File: src/rtl/core/gfqm_pkg.sv
// ----------------------------------------------------------------------------
// gfqm_pkg
// Shared types, codes and result builders for the GPS fix quality monitor.
// ----------------------------------------------------------------------------
package gfqm_pkg;

    localparam int PADDR_W = 4;
    localparam int PDATA_W = 32;

    localparam logic       REQ_SAMPLE = 1'b0;
    localparam logic       REQ_EOL    = 1'b1;

    localparam logic [1:0] KIND_CLOSE     = 2'd0;
    localparam logic [1:0] KIND_FIRST_FIX = 2'd1;
    localparam logic [1:0] KIND_NO_FIX    = 2'd2;

    localparam logic [1:0] REG_SAT_MIN    = 2'd0;
    localparam logic [1:0] REG_HDOP_LIMIT = 2'd1;
    localparam logic [1:0] REG_SACC_WARN  = 2'd2;
    localparam logic [1:0] REG_SACC_FAIL  = 2'd3;

    localparam logic [5:0]  SAT_MIN_RST    = 6'd5;
    localparam logic [13:0] HDOP_LIMIT_RST = 14'd500;
    localparam logic [15:0] SACC_WARN_RST  = 16'd100;
    localparam logic [15:0] SACC_FAIL_RST  = 16'd150;

    localparam logic [2:0] FIX_3D_MIN    = 3'd3;
    localparam logic [5:0] SEV_STEP      = 6'd10;
    localparam logic [5:0] SEV_SACC_FAIL = 6'd20;
    localparam logic [5:0] SEV_NO_FIX    = 6'd20;

    typedef struct packed {
        logic        req_type;
        logic [1:0]  rx_index;
        logic [5:0]  sat_count;
        logic [13:0] hdop_val;
        logic [15:0] sacc_val;
        logic [2:0]  fix_kind;
        logic        boot_valid;
        logic [47:0] boot_time;
        logic [47:0] now_time;
    } in_item_t;

    typedef struct packed {
        logic [1:0]  kind;
        logic [1:0]  rx_id;
        logic [47:0] start_time;
        logic [47:0] stop_time;
        logic [5:0]  worst_sats;
        logic [13:0] worst_hdop;
        logic [15:0] worst_sacc;
        logic [5:0]  severity;
        logic [47:0] fix_time;
        logic        last;
    } out_item_t;

    typedef struct packed {
        logic [5:0]  sat_min;
        logic [13:0] hdop_limit;
        logic [15:0] sacc_warn;
        logic [15:0] sacc_fail;
    } cfg_t;

    typedef struct packed {
        logic [47:0] ep_start;
        logic [5:0]  min_sats;
        logic [13:0] max_hdop;
        logic [15:0] max_sacc;
        logic [47:0] fix_at;
    } ep_rec_t;

    typedef struct packed {
        logic ep_open;
        logic seen;
        logic found;
        logic non3d;
    } rx_flags_t;

    typedef struct packed {
        ep_rec_t   rec;
        rx_flags_t flags;
        logic      close_emit;
        logic      fix_emit;
    } eval_out_t;

    function automatic logic [5:0] close_severity(cfg_t cfg, ep_rec_t rec);
        logic [5:0] sev;
        sev = '0;
        if (rec.max_sacc > cfg.sacc_fail)
            sev = SEV_SACC_FAIL;
        else if (rec.max_sacc > cfg.sacc_warn)
            sev = SEV_STEP;
        if (rec.min_sats <= cfg.sat_min)
            sev = sev + SEV_STEP;
        if (rec.max_hdop >= cfg.hdop_limit)
            sev = sev + SEV_STEP;
        return sev;
    endfunction

    function automatic out_item_t close_item(logic [1:0] rx, ep_rec_t rec,
                                             logic [47:0] now, cfg_t cfg,
                                             logic is_last);
        out_item_t r;
        r.kind       = KIND_CLOSE;
        r.rx_id      = rx;
        r.start_time = rec.ep_start;
        r.stop_time  = now;
        r.worst_sats = rec.min_sats;
        r.worst_hdop = rec.max_hdop;
        r.worst_sacc = rec.max_sacc;
        r.severity   = close_severity(cfg, rec);
        r.fix_time   = '0;
        r.last       = is_last;
        return r;
    endfunction

endpackage

File: src/rtl/core/gfqm_sample_eval.sv
// ----------------------------------------------------------------------------
// gfqm_sample_eval
// Judges one GPS sample against the thresholds and computes the new episode
// record, receiver flags and which results the sample raises.
// ----------------------------------------------------------------------------
module gfqm_sample_eval (
    input  gfqm_pkg::cfg_t      cfg,
    input  gfqm_pkg::in_item_t  item,
    input  gfqm_pkg::ep_rec_t   rec,
    input  gfqm_pkg::rx_flags_t flags,
    output gfqm_pkg::eval_out_t result
);
    import gfqm_pkg::*;

    logic bad;

    assign bad = (item.sat_count <= cfg.sat_min) || (item.hdop_val >= cfg.hdop_limit)
              || (item.sacc_val >= cfg.sacc_warn);

    always_comb
    begin
        result            = '0;
        result.rec        = rec;
        result.flags      = flags;
        result.flags.seen = 1'b1;

        if (!flags.ep_open)
        begin
            if (bad)
            begin
                result.flags.ep_open = 1'b1;
                result.rec.ep_start  = item.now_time;
                result.rec.min_sats  = item.sat_count;
                result.rec.max_hdop  = item.hdop_val;
                result.rec.max_sacc  = item.sacc_val;
            end
        end
        else if (bad)
        begin
            if (rec.min_sats > item.sat_count)
                result.rec.min_sats = item.sat_count;
            if (rec.max_hdop < item.hdop_val)
                result.rec.max_hdop = item.hdop_val;
            if (rec.max_sacc < item.sacc_val)
                result.rec.max_sacc = item.sacc_val;
        end
        else
        begin
            result.flags.ep_open = 1'b0;
            result.close_emit    = 1'b1;
        end

        if (!flags.found)
        begin
            if (item.fix_kind >= FIX_3D_MIN)
            begin
                if (item.boot_valid)
                begin
                    result.flags.found = 1'b1;
                    if (!flags.non3d)
                        result.rec.fix_at = '0;
                    else
                    begin
                        result.rec.fix_at = item.boot_time;
                        result.fix_emit   = 1'b1;
                    end
                end
            end
            else
                result.flags.non3d = 1'b1;
        end
        else if (item.boot_valid && (item.boot_time < rec.fix_at))
            result.flags.found = 1'b0;
    end

endmodule

File: src/rtl/core/gps_fix_quality_monitor.sv
// ----------------------------------------------------------------------------
// gps_fix_quality_monitor
// Per-receiver bad-fix episode tracking and first 3D fix timing.
// ----------------------------------------------------------------------------
// Channel   Dir  Transfer
// apb       in   config register write/read, pready always high
// in        in   one GPS sample or end-of-log request (in_valid/in_ready)
// out       out  one result item (out_valid/out_ready)
//
// A sample is taken with its record read, then modified and written back in S_MOD;
// S_EMIT then pushes each result that it raises into the output register.
// End of log is accepted, then S_NOFIX scans every receiver for a missing fix and
// S_CL_RD scans for open episodes, with S_CL_OUT closing each one that it reads.
// Reset clears all flags at once; the record memory needs no clearing pass.
// A stalled output holds the walk; the next item is taken while the last
// result still waits in the output register.
// ----------------------------------------------------------------------------
module gps_fix_quality_monitor #(
    parameter int NUM_RX = 4
) (
    input  logic                          clk,
    input  logic                          rst_n,
    input  logic                          psel,
    input  logic                          penable,
    input  logic                          pwrite,
    input  logic [gfqm_pkg::PADDR_W-1:0]  paddr,
    input  logic [gfqm_pkg::PDATA_W-1:0]  pwdata,
    output logic [gfqm_pkg::PDATA_W-1:0]  prdata,
    output logic                          pready,
    input  logic                          in_valid,
    output logic                          in_ready,
    input  gfqm_pkg::in_item_t            in_data,
    output logic                          out_valid,
    input  logic                          out_ready,
    output gfqm_pkg::out_item_t           out_data
);
    import gfqm_pkg::*;

    localparam int IDX_W = (NUM_RX > 1) ? $clog2(NUM_RX) : 1;
    localparam logic [IDX_W-1:0] LAST_IDX = IDX_W'(NUM_RX - 1);
    localparam logic [4:0] NUM_RX_V = 5'(NUM_RX);

    typedef enum logic [5:0] {
        S_IDLE   = 6'b000001,
        S_MOD    = 6'b000010,
        S_EMIT   = 6'b000100,
        S_NOFIX  = 6'b001000,
        S_CL_RD  = 6'b010000,
        S_CL_OUT = 6'b100000
    } state_t;

    state_t            state_reg, state_next;
    cfg_t              cfg_reg;
    in_item_t          in_reg;
    logic [IDX_W-1:0]  walk_reg, walk_next;
    logic [NUM_RX-1:0] open_reg, open_next;
    logic [NUM_RX-1:0] seen_reg, seen_next;
    logic [NUM_RX-1:0] found_reg, found_next;
    logic [NUM_RX-1:0] non3d_reg, non3d_next;
    out_item_t         pend_a_reg, pend_b_reg;
    logic              pend_a_v_reg, pend_a_v_next;
    logic              pend_b_v_reg, pend_b_v_next;
    out_item_t         out_reg;
    logic              out_valid_reg;

    ep_rec_t           ep_mem [NUM_RX];
    ep_rec_t           rd_data_reg;
    logic              mem_re, mem_we;
    logic [IDX_W-1:0]  rd_addr;

    logic              cfg_wr;
    logic              can_push, push_v;
    out_item_t         push_item;
    logic [IDX_W-1:0]  in_addr;
    logic              in_range;
    rx_flags_t         cur_flags;
    eval_out_t         ev;
    logic [NUM_RX-1:0] cand;
    logic              cand_above, open_above;
    out_item_t         fix_item, nofix_item;

    // ------------------------------------------------------------------
    // configuration port
    // ------------------------------------------------------------------
    assign pready = 1'b1;
    assign cfg_wr = psel && penable && pwrite && pready;

    always_ff @(posedge clk or negedge rst_n)
    begin
        if (!rst_n)
        begin
            cfg_reg.sat_min    <= SAT_MIN_RST;
            cfg_reg.hdop_limit <= HDOP_LIMIT_RST;
            cfg_reg.sacc_warn  <= SACC_WARN_RST;
            cfg_reg.sacc_fail  <= SACC_FAIL_RST;
        end
        else if (cfg_wr)
        begin
            unique case (paddr[3:2])
                REG_SAT_MIN:    cfg_reg.sat_min    <= pwdata[5:0];
                REG_HDOP_LIMIT: cfg_reg.hdop_limit <= pwdata[13:0];
                REG_SACC_WARN:  cfg_reg.sacc_warn  <= pwdata[15:0];
                REG_SACC_FAIL:  cfg_reg.sacc_fail  <= pwdata[15:0];
                default: ;
            endcase
        end
    end

    always_comb
    begin
        unique case (paddr[3:2])
            REG_SAT_MIN:    prdata = {26'd0, cfg_reg.sat_min};
            REG_HDOP_LIMIT: prdata = {18'd0, cfg_reg.hdop_limit};
            REG_SACC_WARN:  prdata = {16'd0, cfg_reg.sacc_warn};
            REG_SACC_FAIL:  prdata = {16'd0, cfg_reg.sacc_fail};
            default:        prdata = '0;
        endcase
    end

    // ------------------------------------------------------------------
    // episode record memory
    // ------------------------------------------------------------------
    always_ff @(posedge clk)
    begin
        if (mem_we)
            ep_mem[in_addr] <= ev.rec;
        if (mem_re)
            rd_data_reg <= ep_mem[rd_addr];
    end

    // ------------------------------------------------------------------
    // sample evaluation
    // ------------------------------------------------------------------
    assign in_addr  = IDX_W'(in_reg.rx_index);
    assign in_range = {3'd0, in_data.rx_index} < NUM_RX_V;

    assign cur_flags.ep_open = open_reg[in_addr];
    assign cur_flags.seen    = seen_reg[in_addr];
    assign cur_flags.found   = found_reg[in_addr];
    assign cur_flags.non3d   = non3d_reg[in_addr];

    gfqm_sample_eval u_eval (
        .cfg    (cfg_reg),
        .item   (in_reg),
        .rec    (rd_data_reg),
        .flags  (cur_flags),
        .result (ev)
    );

    always_comb
    begin
        fix_item            = '0;
        fix_item.kind       = KIND_FIRST_FIX;
        fix_item.rx_id      = in_reg.rx_index;
        fix_item.stop_time  = in_reg.now_time;
        fix_item.fix_time   = in_reg.boot_time;
        fix_item.last       = 1'b1;
    end

    // ------------------------------------------------------------------
    // end-of-log walk helpers
    // ------------------------------------------------------------------
    assign cand       = seen_reg & ~found_reg;
    assign cand_above = |((cand >> walk_reg) >> 1);
    assign open_above = |((open_reg >> walk_reg) >> 1);

    always_comb
    begin
        nofix_item          = '0;
        nofix_item.kind     = KIND_NO_FIX;
        nofix_item.rx_id    = 2'(walk_reg);
        nofix_item.severity = SEV_NO_FIX;
        nofix_item.last     = !cand_above && !(|open_reg);
    end

    // ------------------------------------------------------------------
    // control
    // ------------------------------------------------------------------
    assign in_ready = (state_reg == S_IDLE);
    assign can_push = !out_valid_reg || out_ready;

    always_comb
    begin
        state_next    = state_reg;
        walk_next     = walk_reg;
        open_next     = open_reg;
        seen_next     = seen_reg;
        found_next    = found_reg;
        non3d_next    = non3d_reg;
        pend_a_v_next = pend_a_v_reg;
        pend_b_v_next = pend_b_v_reg;
        push_v        = 1'b0;
        push_item     = pend_a_reg;
        mem_re        = 1'b0;
        mem_we        = 1'b0;
        rd_addr       = walk_reg;

        unique case (state_reg)
            S_IDLE:
            begin
                if (in_valid)
                begin
                    if (in_data.req_type == REQ_EOL)
                    begin
                        walk_next  = '0;
                        state_next = S_NOFIX;
                    end
                    else if (in_range)
                    begin
                        mem_re     = 1'b1;
                        rd_addr    = IDX_W'(in_data.rx_index);
                        state_next = S_MOD;
                    end
                end
            end

            S_MOD:
            begin
                mem_we              = 1'b1;
                open_next[in_addr]  = ev.flags.ep_open;
                seen_next[in_addr]  = ev.flags.seen;
                found_next[in_addr] = ev.flags.found;
                non3d_next[in_addr] = ev.flags.non3d;
                pend_a_v_next       = ev.close_emit;
                pend_b_v_next       = ev.fix_emit;
                state_next          = (ev.close_emit || ev.fix_emit) ? S_EMIT : S_IDLE;
            end

            S_EMIT:
            begin
                if (can_push)
                begin
                    push_v = 1'b1;
                    if (pend_a_v_reg)
                    begin
                        push_item     = pend_a_reg;
                        pend_a_v_next = 1'b0;
                        if (!pend_b_v_reg)
                            state_next = S_IDLE;
                    end
                    else
                    begin
                        push_item     = pend_b_reg;
                        pend_b_v_next = 1'b0;
                        state_next    = S_IDLE;
                    end
                end
            end

            S_NOFIX:
            begin
                if (!cand[walk_reg] || can_push)
                begin
                    if (cand[walk_reg])
                    begin
                        push_v    = 1'b1;
                        push_item = nofix_item;
                    end
                    if (walk_reg == LAST_IDX)
                    begin
                        walk_next  = '0;
                        state_next = S_CL_RD;
                    end
                    else
                        walk_next = walk_reg + 1'b1;
                end
            end

            S_CL_RD:
            begin
                if (open_reg[walk_reg])
                begin
                    mem_re     = 1'b1;
                    state_next = S_CL_OUT;
                end
                else if (walk_reg == LAST_IDX)
                    state_next = S_IDLE;
                else
                    walk_next = walk_reg + 1'b1;
            end

            S_CL_OUT:
            begin
                if (can_push)
                begin
                    push_v              = 1'b1;
                    push_item           = close_item(2'(walk_reg), rd_data_reg,
                                                     in_reg.now_time, cfg_reg,
                                                     !open_above);
                    open_next[walk_reg] = 1'b0;
                    if (walk_reg == LAST_IDX)
                        state_next = S_IDLE;
                    else
                    begin
                        walk_next  = walk_reg + 1'b1;
                        state_next = S_CL_RD;
                    end
                end
            end

            default:
                state_next = S_IDLE;
        endcase
    end

    always_ff @(posedge clk or negedge rst_n)
    begin
        if (!rst_n)
        begin
            state_reg     <= S_IDLE;
            walk_reg      <= '0;
            open_reg      <= '0;
            seen_reg      <= '0;
            found_reg     <= '0;
            non3d_reg     <= '0;
            pend_a_v_reg  <= 1'b0;
            pend_b_v_reg  <= 1'b0;
            out_valid_reg <= 1'b0;
        end
        else
        begin
            state_reg    <= state_next;
            walk_reg     <= walk_next;
            open_reg     <= open_next;
            seen_reg     <= seen_next;
            found_reg    <= found_next;
            non3d_reg    <= non3d_next;
            pend_a_v_reg <= pend_a_v_next;
            pend_b_v_reg <= pend_b_v_next;
            if (push_v)
                out_valid_reg <= 1'b1;
            else if (out_ready)
                out_valid_reg <= 1'b0;
        end
    end

    always_ff @(posedge clk)
    begin
        if (in_valid && in_ready)
            in_reg <= in_data;
        if (state_reg == S_MOD)
        begin
            pend_a_reg <= close_item(in_reg.rx_index, rd_data_reg, in_reg.now_time,
                                     cfg_reg, !ev.fix_emit);
            pend_b_reg <= fix_item;
        end
        if (push_v)
            out_reg <= push_item;
    end

    assign out_valid = out_valid_reg;
    assign out_data  = out_reg;

`ifndef NO_ASSERTIONS
    a_mod_after_idle: assert property (@(posedge clk) disable iff (!rst_n)
        (state_reg == S_MOD) |-> ($past(state_reg) == S_IDLE))
        else $error("record update not preceded by its read");

    a_push_has_room: assert property (@(posedge clk) disable iff (!rst_n)
        push_v |-> (!out_valid_reg || out_ready))
        else $error("result pushed over a waiting result");

    a_close_is_open: assert property (@(posedge clk) disable iff (!rst_n)
        (state_reg == S_CL_OUT) |-> open_reg[walk_reg])
        else $error("closing an episode that is not open");

    a_emit_has_pending: assert property (@(posedge clk) disable iff (!rst_n)
        (state_reg == S_EMIT) |-> (pend_a_v_reg || pend_b_v_reg))
        else $error("emit state with nothing pending");

    a_idle_no_pending: assert property (@(posedge clk) disable iff (!rst_n)
        in_ready |-> (!pend_a_v_reg && !pend_b_v_reg))
        else $error("new transfer taken while results are pending");
`endif

endmodule
File: config.mk
export PLATFORM = sky130hd
export DESIGN_NAME = gps_fix_quality_monitor
export DESIGN_NICKNAME = d
export VERILOG_FILES = /design/src/rtl/core/gfqm_pkg.sv /design/src/rtl/core/gfqm_sample_eval.sv /design/src/rtl/core/gps_fix_quality_monitor.sv
export SDC_FILE = /design/constraint.sdc
export NUM_CORES = 1
export LEC_CHECK = 0
export BUFFER_PORTS_ARGS = -buffer_cell sky130_fd_sc_hd__buf_2
export CORE_AREA = 2 2 305 337
export DETAILED_ROUTE_END_ITERATION = 6
export DIE_AREA = 0 0 307 339
export PLACE_DENSITY = 0.68
export SLEW_MARGIN = 20
export SYNTH_ARGS = -nofsm -noshare
export SYNTH_HDL_FRONTEND = slang
export SYNTH_SLANG_ARGS = --single-unit
File: constraint.sdc
create_clock -name clk -period 11 [get_ports clk]
set_input_delay 1.65 -clock clk [delete_from_list [all_inputs] [get_ports clk]]
set_output_delay 1.65 -clock clk [all_outputs]
set_load 0.03 [all_outputs]
==> impl_metrics.tcl <==
set metrics [dict create \
    synth-edff-count 1176 \
    synthArstFlopShare_pct 6.29 \
    power_frac_clock_pct 30.1 \
    ys.warnings.count 0 \
    clock_latency_ps 710 \
    ys_seq_area_share_pct 74.5 \
    outcome "completed" \
    syn_area_um2 50100 \
    net-switching-power_uw 4050 \
    finalSetupTns_ps 0 \
    ir_drop_mv 0.171 \
    postSynthAreaPerCell_um2 18.3 \
    dieArea_um2 104000 \
    yosys.area.top_type_share_pct 70.5 \
    cts.root.buffer_cell "clkbuf_16" \
    synthTopCellsByArea "edfxtp_1 (71%), mux4_2 (6.4%), ha_1 (4.3%)" \
    cts.clk_slew.worst_paths_ps 70 \
    route.antenna.remaining_nets 0 \
    yosys_most_used_dff "edfxtp_1" \
    grt-ovfl-total 0 \
    power_frac_seq_pct 48.4 \
    crit_fanout 43 \
    hpwlAfterDp_um 67600 \
    core_um2 100000 \
    grt_pass1_vias 27700 \
    preCtsSetupSlack_ps 4760 \
    muxShareOfSynthArea_pct 9.15 \
    yosys.area_share.simple_pct 3.50 \
    fmax_mhz 180 \
    drive_gt1_share_pct 27.0 \
    switching_share_pct 29.3 \
    postPlaceCellArea_um2 53200 \
    p_leak_uw 0.0209 \
    via_per_inst 5.73 \
    powerDensity_nw_per_um2 242 \
    cts_tree "done" \
    crit_chain "nor3_1 > nand2_1 > nor3_2 > and2_4 > nand2b_2 > mux2i_4 > buf_4 > buf_4 > mux4_2" \
    ctsResizeCount 0 \
    gp_congestion 0.857 \
    max_cap_violations 0 \
    cts_sinks 1255 \
    ctsHtreeMaxLevel 3 \
    finalSetupViolCount 0 \
    dr.pass1.iters 6 \
    first_iter_violations 2221 \
    finClkSkew_ps 28.1 \
    cp-end-kind "register" \
    cts_buffer_depth 3 \
    register_area_um2 37300 \
    syn_inst 2740 \
    post_cts_buffers 0 \
    start_util_pct 49.8 \
    synth.most_common_cell "edfxtp_1" \
    p_int_uw 9790 \
    cp.required_ps 11450 \
    route.detailed.drc 0 \
    cp_data_arrival_time_ps 5990 \
    largest_reg_flops 528 \
    grt.total_usage_pct 21.2 \
    io_pins 408 \
    holdBufCountCts 0 \
    cp_common_cell "buf_4" \
    fillers 7604 \
    wl_per_cell_um 24.2 \
    grt_pass1_wl_um 167000 \
    synth-seq-cells 1255 \
    synth_cell_types 68 \
    slew-limit-headroom_pct 30.3 \
    slew_violations 0 \
    crit_family "simple AND/OR/NAND/NOR gates" \
    hold_violations 0 \
    critPathSlowestCell "buf_4" \
    slowest_delay_ps 810 \
    fp.dieW_um 307 \
    multi_input_area_um2 11600 \
    synth_common_cells "edfxtp_1 (1176), ha_1 (173), inv_1 (152)" \
    vias 26000 \
    grt_antenna_before_repair 9 \
    finalWorstSetupSlack_ps 5460 \
    wl_um 110000 \
    synth_top_family_by_area "multiplexers" \
    cp_num_buf_inv 2 \
    nNetsFinal 3498 \
    yosys.area.top_type "edfxtp_1" \
    cp-start-kind "register" \
    hp-class "register to register" \
    area_growth_syn_to_layout_pct 14.3 \
    rows 122 \
    tightest_slew_ps 1040 \
    fin_area_um2 57200 \
    total_power_uw 13800 \
    rsz0062_at_grt "no" \
    die_height_um 339 \
    synth_fa_ha_area_share_pct 4.34 \
    crit_type "register to register" \
    final.period_utilization_pct 50.4 \
    combPwrFrac_pct 21.5 \
    port_buffers 371 \
    synth_compound_area_share_pct 5.84 \
    grt_max_degree 133 \
    finalNonFillerCells 4549 \
    post-route-min-period_ps 5540 \
    cts_buffers 119 \
    dp_cells 4323 \
    synth_xor_xnor_area_share_pct 0.0525 \
]
## cells in the final DEF (no fill, tap or decap), types with 9 or more instances in the layout
cell type     n
edfxtp_1   1176
buf_2       370
ha_1        173
inv_1       146
mux4_2      142
a22o_1      139
o21ai_0     125
clkbuf_16   119
mux2_2      114
nand2_1      80
nand3_1      73
dfrtp_1      63
a21oi_1      52
and3_1       51
nor2_1       35
a21o_1       33
clkinv_1     25
buf_4        24
nand4_1      21
clkinv_2     21
clkbuf_1     19
conb_1       18
dfstp_2      16
bufinv_16    16
nor2b_1      15
nor3_1       12
nand2b_1     12
inv_6         9
o21a_1        9
o22ai_1       9
## per-layer routing
layer / wire (µm) / global-route usage (%) / vias up
met3: 6600 / 3.83 / 167
met2: 54900 / 36.1 / 812
met5: 97 / 0 / -
li1: - / - / 11700
met1: 46100 / 27.9 / 13400
met4: 2540 / 6.13 / 14
## area by class of cell
| cell class | instances | share of cell area [%] |
|---|---|---|
| timing repair buffer | 397 | 3.65 |
| sequential | 1255 | 65.2 |
| multi-input combinational | 1218 | 20.3 |
| tap | 1302 | 2.85 |
| antenna | 1 | 0.00437 |
| inverter | 152 | 1.06 |
| clock inverter | 80 | 1.51 |
| clock buffer | 144 | 5.47 |
## final timing paths
path | start | endpoint | slack [ps] | cells after the start
max in group asynchronous | rst_n | cfg_reg[32]$_DFFE_PN0P_ | 9460 | 1
min in group asynchronous | rst_n | pend_a_v_reg$_DFFE_PN0P_ | 1010 | 1
setup / recovery | state_reg[4]$_DFFE_PN0P_ | rd_data_reg[112]$_DFFE_PP_ | 5460 | 9
hold reg to reg | rd_data_reg[48]$_DFFE_PP_ | pend_a_reg[55]$_DFFE_PP_ | 450 | 0
hold / removal | rd_data_reg[48]$_DFFE_PP_ | pend_a_reg[55]$_DFFE_PP_ | 450 | 0
setup reg to reg | state_reg[4]$_DFFE_PN0P_ | rd_data_reg[112]$_DFFE_PP_ | 5460 | 9
## worst reg2reg max path, stage by stage (launching register included)
cell	delay (ps)
dfrtp_1	460
nor3_1	370
nand2_1	170
nor3_2	220
and2_4	620
nand2b_2	300
mux2i_4	790
buf_4	750
buf_4	860
mux4_2	730
## power by group through the flow
stage	registers (µW)	clock network (µW)	logic, µW
after floorplan	6930	0	1900
after global placement	6770	0	2860
after detailed placement	6800	0	2990
after CTS	6700	4240	3010
after global routing	6750	4430	3270
final	6700	4160	2980
## kinds of logic (layout without fill, tap and decap cells)
kind of cell / after synthesis / count (layout)
other cells: 2 / 19
buf+inv: 283 / 773
xor+xnor: 3 / 3
simple gates: 339 / 339
flops: 1255 / 1255
compound gates: 420 / 420
mux: 264 / 264
fa+ha+maj: 174 / 174
## through the flow
stage	hold WS (ps)	util [%]
floorplan	424	-
global placement	434	53.0
detailed placement	436	53.0
CTS	451	56.9
global route	464	57.0
finish	452	57.0
Power figures use the tool's default switching activity.
